<file path="src/dbq_pkg.sv">
// dbq_pkg: shared types, codes and constants of the delta bucket queue
// used by dbq_ctrl, dbq_dp and delta_bucket_queue; no dependencies
`timescale 1ns / 1ps
`default_nettype none

package dbq_pkg;

   // default sizes
   localparam int NUM_VERTICES_DEF = 1024;
   localparam int NUM_BUCKETS_DEF  = 64;

   // field widths
   localparam int REQ_W      = 2;
   localparam int VERTEX_W   = 10;
   localparam int DIST_W     = 32;
   localparam int STATUS_W   = 3;
   localparam int IDX_W      = 6;
   localparam int CSR_ADDR_W = 3;
   localparam int CSR_DATA_W = 32;

   // bucket occupancy flags are searched this many at a time
   localparam int SCAN_GW = 8;

   localparam logic [CSR_DATA_W-1:0] BUCKET_WIDTH_RST = 32'h0001_0000;

   // register index, taken from address bit 2
   localparam logic REG_BUCKET_WIDTH = 1'b0;

   typedef enum logic [REQ_W-1:0] {
      REQ_INSERT = 2'd0,
      REQ_REMOVE = 2'd1,
      REQ_FIND   = 2'd2
   } req_code_type;

   typedef enum logic [STATUS_W-1:0] {
      STAT_OK       = 3'd0,
      STAT_ABSENT   = 3'd1,
      STAT_PRESENT  = 3'd2,
      STAT_OVERFLOW = 3'd3,
      STAT_EMPTY    = 3'd4
   } status_type;

   // where the result bucket number comes from
   typedef enum logic [1:0] {
      SRC_ZERO   = 2'd0,
      SRC_RECORD = 2'd1,
      SRC_TARGET = 2'd2,
      SRC_SCAN   = 2'd3
   } src_type;

   typedef enum logic [3:0] {
      S_CLEAR     = 4'd0,
      S_IDLE      = 4'd1,
      S_DECODE    = 4'd2,
      S_VB_CHECK  = 4'd3,
      S_DIV       = 4'd4,
      S_DIV_CHECK = 4'd5,
      S_COMMIT    = 4'd6,
      S_SCAN      = 4'd7,
      S_RESP      = 4'd8
   } state_type;

   typedef struct packed {
      logic       latch_req;
      logic       clear_step;
      logic       vb_read;
      logic       div_start;
      logic       div_step;
      logic       cnt_read;
      logic       commit_ins;
      logic       commit_rem;
      logic       scan_step;
      logic       load_rsp;
      status_type rsp_status;
      src_type    rsp_src;
   } cmd_type;

   typedef struct packed {
      req_code_type req_code;
      logic         vtx_in_range;
      logic         vb_valid;
      logic         div_last;
      logic         q_in_range;
      logic         scan_hit;
      logic         scan_last;
      logic         clear_last;
   } stat_type;

endpackage

`default_nettype wire

</file>
<file path="src/dbq_ctrl.sv">
// dbq_ctrl: sequencing state machine of the delta bucket queue
// depends on dbq_pkg
`timescale 1ns / 1ps
`default_nettype none

module dbq_ctrl (
   input  wire logic              clock,
   input  wire logic              reset,
   input  wire logic              req_valid,
   output      logic              req_stall,
   output      logic              rsp_valid,
   input  wire logic              rsp_stall,
   input  wire dbq_pkg::stat_type status,
   output      dbq_pkg::cmd_type  cmd
);

   dbq_pkg::state_type  state_ff, state_in;
   dbq_pkg::status_type code_ff, code_in;
   dbq_pkg::src_type    src_ff, src_in;
   logic                rsp_valid_ff, rsp_valid_in;
   logic                slot_free;

   assign slot_free = !rsp_valid_ff || !rsp_stall;

   // next state
   always_comb begin
      state_in = state_ff;
      code_in  = code_ff;
      src_in   = src_ff;
      case (state_ff)
         dbq_pkg::S_CLEAR: begin
            if (status.clear_last) begin
               state_in = dbq_pkg::S_IDLE;
            end
         end
         dbq_pkg::S_IDLE: begin
            if (req_valid) begin
               state_in = dbq_pkg::S_DECODE;
            end
         end
         dbq_pkg::S_DECODE: begin
            case (status.req_code)
               dbq_pkg::REQ_INSERT, dbq_pkg::REQ_REMOVE: begin
                  state_in = dbq_pkg::S_VB_CHECK;
               end
               dbq_pkg::REQ_FIND: begin
                  state_in = dbq_pkg::S_SCAN;
               end
               default: begin
                  state_in = dbq_pkg::S_RESP;
                  code_in  = dbq_pkg::STAT_OK;
                  src_in   = dbq_pkg::SRC_ZERO;
               end
            endcase
         end
         dbq_pkg::S_VB_CHECK: begin
            if (!status.vtx_in_range) begin
               state_in = dbq_pkg::S_RESP;
               code_in  = dbq_pkg::STAT_ABSENT;
               src_in   = dbq_pkg::SRC_ZERO;
            end else begin
               case (status.req_code)
                  dbq_pkg::REQ_INSERT: begin
                     if (status.vb_valid) begin
                        state_in = dbq_pkg::S_RESP;
                        code_in  = dbq_pkg::STAT_PRESENT;
                        src_in   = dbq_pkg::SRC_RECORD;
                     end else begin
                        state_in = dbq_pkg::S_DIV;
                     end
                  end
                  dbq_pkg::REQ_REMOVE: begin
                     if (status.vb_valid) begin
                        state_in = dbq_pkg::S_COMMIT;
                     end else begin
                        state_in = dbq_pkg::S_RESP;
                        code_in  = dbq_pkg::STAT_ABSENT;
                        src_in   = dbq_pkg::SRC_ZERO;
                     end
                  end
                  default: begin
                     state_in = dbq_pkg::S_RESP;
                     code_in  = dbq_pkg::STAT_OK;
                     src_in   = dbq_pkg::SRC_ZERO;
                  end
               endcase
            end
         end
         dbq_pkg::S_DIV: begin
            if (status.div_last) begin
               state_in = dbq_pkg::S_DIV_CHECK;
            end
         end
         dbq_pkg::S_DIV_CHECK: begin
            if (status.q_in_range) begin
               state_in = dbq_pkg::S_COMMIT;
            end else begin
               state_in = dbq_pkg::S_RESP;
               code_in  = dbq_pkg::STAT_OVERFLOW;
               src_in   = dbq_pkg::SRC_ZERO;
            end
         end
         dbq_pkg::S_COMMIT: begin
            state_in = dbq_pkg::S_RESP;
            code_in  = dbq_pkg::STAT_OK;
            src_in   = dbq_pkg::SRC_TARGET;
         end
         dbq_pkg::S_SCAN: begin
            if (status.scan_hit) begin
               state_in = dbq_pkg::S_RESP;
               code_in  = dbq_pkg::STAT_OK;
               src_in   = dbq_pkg::SRC_SCAN;
            end else if (status.scan_last) begin
               state_in = dbq_pkg::S_RESP;
               code_in  = dbq_pkg::STAT_EMPTY;
               src_in   = dbq_pkg::SRC_ZERO;
            end
         end
         dbq_pkg::S_RESP: begin
            if (slot_free) begin
               state_in = dbq_pkg::S_IDLE;
            end
         end
         default: begin
            state_in = dbq_pkg::S_IDLE;
         end
      endcase
   end

   // commands
   always_comb begin
      cmd            = '0;
      cmd.rsp_status = code_ff;
      cmd.rsp_src    = src_ff;
      req_stall      = 1'b1;
      case (state_ff)
         dbq_pkg::S_CLEAR: begin
            cmd.clear_step = 1'b1;
         end
         dbq_pkg::S_IDLE: begin
            req_stall     = 1'b0;
            cmd.latch_req = req_valid;
         end
         dbq_pkg::S_DECODE: begin
            cmd.vb_read = 1'b1;
         end
         dbq_pkg::S_VB_CHECK: begin
            cmd.div_start = status.vtx_in_range && !status.vb_valid &&
                            (status.req_code == dbq_pkg::REQ_INSERT);
            cmd.cnt_read  = status.vtx_in_range && status.vb_valid &&
                            (status.req_code == dbq_pkg::REQ_REMOVE);
         end
         dbq_pkg::S_DIV: begin
            cmd.div_step = 1'b1;
         end
         dbq_pkg::S_DIV_CHECK: begin
            cmd.cnt_read = status.q_in_range;
         end
         dbq_pkg::S_COMMIT: begin
            cmd.commit_ins = (status.req_code == dbq_pkg::REQ_INSERT);
            cmd.commit_rem = (status.req_code == dbq_pkg::REQ_REMOVE);
         end
         dbq_pkg::S_SCAN: begin
            cmd.scan_step = 1'b1;
         end
         dbq_pkg::S_RESP: begin
            cmd.load_rsp = slot_free;
         end
         default: begin
            req_stall = 1'b1;
         end
      endcase
   end

   assign rsp_valid_in = cmd.load_rsp || (rsp_valid_ff && rsp_stall);

   always_ff @(posedge clock) begin
      if (reset) begin
         state_ff     <= dbq_pkg::S_CLEAR;
         code_ff      <= dbq_pkg::STAT_OK;
         src_ff       <= dbq_pkg::SRC_ZERO;
         rsp_valid_ff <= 1'b0;
      end else begin
         state_ff     <= state_in;
         code_ff      <= code_in;
         src_ff       <= src_in;
         rsp_valid_ff <= rsp_valid_in;
      end
   end

   assign rsp_valid = rsp_valid_ff;

endmodule

`default_nettype wire

</file>
<file path="config.mk">
export PLATFORM = sky130hd
export DESIGN_NAME = dbq_ctrl
export DESIGN_NICKNAME = d
export VERILOG_FILES = /design/src/dbq_pkg.sv /design/src/dbq_ctrl.sv
export SDC_FILE = /design/constraint.sdc
export NUM_CORES = 1
export LEC_CHECK = 0
export BUFFER_PORTS_ARGS = -buffer_cell sky130_fd_sc_hd__buf_2
export CAP_MARGIN = 20
export CORE_UTILIZATION = 41
export CTS_CLUSTER_DIAMETER = 30
export CTS_CLUSTER_SIZE = 28
export DETAILED_ROUTE_END_ITERATION = 16
export HOLD_SLACK_MARGIN = 0.03
export PLACE_DENSITY = 0.76
export SLEW_MARGIN = 25
export SYNTH_ARGS = -nofsm -noshare
export SYNTH_HDL_FRONTEND = slang
export SYNTH_SLANG_ARGS = --single-unit
export TNS_END_PERCENT = 50
</file>
<file path="constraint.sdc">
create_clock -name clock -period 1.7 [get_ports clock]
set_input_delay 0.085 -clock clock [delete_from_list [all_inputs] [get_ports clock]]
set_output_delay 0.085 -clock clock [all_outputs]
set_load 0.01 [all_outputs]
</file>
==> results.txt <==
----------------------------------------------------
[Power and ir drop]
  Combinational cell fraction of total power ... 57.2%
  Leakage power summed over all cells ... 0.4765 nW
  Internal power ... 0.7800 mW
  Pwr Total ... 1.304 mW
  Part of the total power dissipated in sequential elements ... 26.2%
  Power share of the clock group ... 16.7%
  Largest voltage drop on the vdd net ... 751.8 uV
  Net switching component of the power ... 0.5245 mW
  Switching power share of the total ... 40.21%
  Power Density ... 1308 nW/um^2

[Floorplanning]
  Overall die area ... 1901 um^2
  Initial Utilization ... 45.51%
  Placeable core area ... 1559 um^2
  IO Count ... 30
  Die width ... 43.60 um
  Rows ... 14
  Die span in y ... 43.60 um

[STA]
  Tightest Pin Transition ... 319.6 ps
  Final setup violating endpoints ... 0
  Final hold vios ... 0
  Number of pins with negative max-slew slack in the final report ... 0
  Worst slew margin ... 78.65%
  Unrepaired setup endpoints after global routing ... yes
  Final worst path period need ... 1690 ps
  Maximum clock frequency ... 591.6 MHz
  Fraction of the cycle the final worst path needs ... 99.43%
  Worst hold margin ... 115.1 ps
  Clock tree skew after final layout ... 2.396 ps

[Global route]
  Pin count of the biggest net entering global routing ... 11
  Number of antenna violations at the first check in global routing ... 0
  Wire length of the first global-routing pass ... 3.298 mm
  GRT overflow ... 0
  Via count of the first global-routing pass ... 781
  Total Routing Usage GR ... 22.74%

[Clock tree]
  Total CTS buffers ... 3
  Clock slew at reported path FFs ... 70 ps
  Clk sink count ... 10
  Insertion delay of the later-clocked pin in the worst-skew pair ... 260 ps
  Root Driver ... sky130_fd_sc_hd__clkbuf_4
  TritonCTS clock tree ... yes
  Maximum count of clock buffers along a single path ... 2
  Depth of the CTS H-tree ... 1
  Quantity of hold-fixing buffers added after cts ... 0

[Yosys]
  Instance count of the mapped netlist ... 89
  Top post-synthesis cells by area ... sky130_fd_sc_hd__dfxtp_1, sky130_fd_sc_hd__nand2_1, sky130_fd_sc_hd__a21oi_1, sky130_fd_sc_hd__nor2_1, sky130_fd_sc_hd__buf_6
  Syn Area/Cell ... 7.971 um^2
  Most used flip-flop cell after synthesis ... sky130_fd_sc_hd__dfxtp_1
  Flops & latches, synth ... 10
  Cell with the most instances after synthesis ... sky130_fd_sc_hd__nand2_1
  Post-synthesis sequential area ratio ... 28.22%
  Leading area contributor after synthesis ... sky130_fd_sc_hd__dfxtp_1
  Area share of the largest cell type after synthesis ... 28.22%
  Mapped cell area ... 709.4 um^2
  Most used standard cells in the synthesized netlist ... sky130_fd_sc_hd__nand2_1, sky130_fd_sc_hd__a21oi_1, sky130_fd_sc_hd__dfxtp_1, sky130_fd_sc_hd__nor2_1
  Distinct cells, synth ... 36
  Share of synthesized flip-flops with an asynchronous set or reset ... 0%
  Warnings from Yosys ... 0
  EDFF count, synth ... 0
  Total nets after synthesis ... 102

[Setup path]
  Critical path endpoint category ... flop
  Signal arrival time at the worst endpoint ... 1890 ps
  Ordered list of cells on the worst path ... buf_4 > and4b_1 > a21oi_4 > nand4_4 > or4b_1 > a21oi_1
  Critical path class ... reg -> reg
  CP max stage cell ... sky130_fd_sc_hd__or4b_1
  Reg-to-reg slack, setup ... 10 ps
  Worst Setup EP ... code_ff[0]$_SDFFE_PP0P_
  Worst Setup SP ... state_ff[2]$_SDFFE_PP0P_
  Maximum cell stage delay along the critical path ... 490 ps
  Cell count of the worst reg-to-reg path ... 6
  CP startpoint kind ... flop
  Crit Reg-Reg Endpoint ... code_ff[0]$_SDFFE_PP0P_
  Critical path data required time ... 1900 ps
  Launching point of the worst reg2reg path ... state_ff[2]$_SDFFE_PP0P_
  Maximum fanout count along the critical path ... 7

[Min path]
  Path class of the lowest-slack min-delay path ... in -> reg
  Min-Delay Path Depth ... 2

[Run]
  Max capacitance violation total ... 0

[Drt]
  Routed wire length ... 1.975 mm
  Total vias in the final route ... 805
  Via count normalized by instance count ... 5.439
  Count of antenna-violating nets left after detailed routing ... 0
  DRC Markers ... 2
  Detailed-routing iteration count for the pre-antenna-repair pass ... 10
  Initial drt markers ... 23
  Mean routed wirelength per cell ... 13.34 um

[Layout]
  Total non-filler cell area in the finished layout ... 997.2 um^2
  Layout cell share with drive strength beyond 1 ... 46.21%
  Diodes inserted ... 0
  Post-synthesis to final-layout area growth ... 40.56%
  Filler Cells Inserted ... 136
  Net count, final ... 146
  Area occupied by registers ... 209.0 um^2
  Area occupied by multi-input gates ... 455.4 um^2
  Core Util, Final ... 63.96%

[Run status]
  Violations in the final reports ... design-rule violations
  Outcome ... finished with violations

[Placement]
  Port bufs ... 29
  Total half-perimeter wirelength after legalization and detailed placement ... 1.597 mm
  Cell area reported after detailed placement ... 929.6 um^2
  GP Congestion ... 0.8625

----------------------------------------------------
==> per-stage QoR <==
stage	setup WS, ps	setup TNS [ps]	cells
2_1_floorplan	8.091	0	89
3_3_place_gp	9.375	0	142
3_5_place_dp	-29.09	-43.61	142
4_1_cts	12.09	0	148
5_1_grt	-48.22	-65.07	148
6_report	9.706	0	148
==> final cells by class <==
type,instances,share of cell area [%]
Multi-Input combinational cell,70,45.67
Timing Repair Buffer,45,26.60
Sequential cell,10,20.95
Clock buffer,4,3.639
Tap cell,16,2.008
Inverter,3,1.129
==> per-layer routing <==
layer  vias to the layer above  wire length (um)  track usage, %
met5                         -                 0               0
met4                         0                 0           4.375
met3                         0                95           5.833
met2                        25              1044           39.70
met1                       377               834           28.13
li1                        403                 -               -
==> flip-flops by register name (all words and copies together) (netlist names) <==
signal / cells
state_ff: 4
code_ff: 3
src_ff: 2
rsp_valid: 1
==> how the worst min path moves through the flow <==
| stage | start | to |
|---|---|---|
| after floorplan | status[5] | cmd[11] |
| after global placement | rsp_stall | rsp_valid$_SDFF_PP0_ |
| after detailed placement | reset | state_ff[3]$_SDFFE_PP0P_ |
| after CTS | rsp_stall | rsp_valid$_SDFF_PP0_ |
| after global routing | reset | state_ff[1]$_SDFFE_PP0P_ |
| final | reset | state_ff[2]$_SDFFE_PP0P_ |
==> worst max-delay path: cells and delay by family (launching register included) <==
kind	cells	cell delay, ps
AND/OR/NAND/NOR	3	810
flip-flops	1	370
AO/OA/AOI/OAI	2	290
buffers and inverters	1	160
==> power groups by stage <==
stage / logic, mW / clock network [mW] / registers [mW]
3_3_place_gp: 0.679 / 0 / 0.335
2_1_floorplan: 0.488 / 0 / 0.305
4_1_cts: 0.740 / 0.222 / 0.335
3_5_place_dp: 0.699 / 0 / 0.338
5_1_grt: 0.810 / 0.235 / 0.350
6_report: 0.746 / 0.218 / 0.341
==> cell families after synthesis <==
kind of cell,after synthesis,synth area share [%]
compound gates,18,17.64
xor+xnor,1,1.235
buf+inv,9,8.641
flops,10,28.22
mux,3,4.233
simple gates,48,40.04
==> cells in the final DEF (no fill, tap or decap), types with 2 or more instances in the layout <==
cell,netlist,final
sky130_fd_sc_hd__mux2i_1,3,3
sky130_fd_sc_hd__nor2_1,10,10
sky130_fd_sc_hd__clkbuf_4,0,3
sky130_fd_sc_hd__and4b_1,2,2
sky130_fd_sc_hd__nand3_1,2,2
sky130_fd_sc_hd__nor4_1,2,2
sky130_fd_sc_hd__buf_2,1,29
sky130_fd_sc_hd__nor3_1,2,2
sky130_fd_sc_hd__nand2_1,14,14
sky130_fd_sc_hd__inv_1,3,3
sky130_fd_sc_hd__dfxtp_1,10,7
sky130_fd_sc_hd__and2_1,2,2
sky130_fd_sc_hd__a21oi_1,10,10
sky130_fd_sc_hd__dfxtp_4,0,2
sky130_fd_sc_hd__buf_4,1,16
==> what timing repair did <==
action | CTS | global route
resized for setup | 5 | 2
pin swaps | 1 | 1
endpoints found under the setup margin | 4 | 5
buffers inserted | 2 | 0
endpoints found under the hold margin | 0 | 0
(Power assumes the default switching activity.)
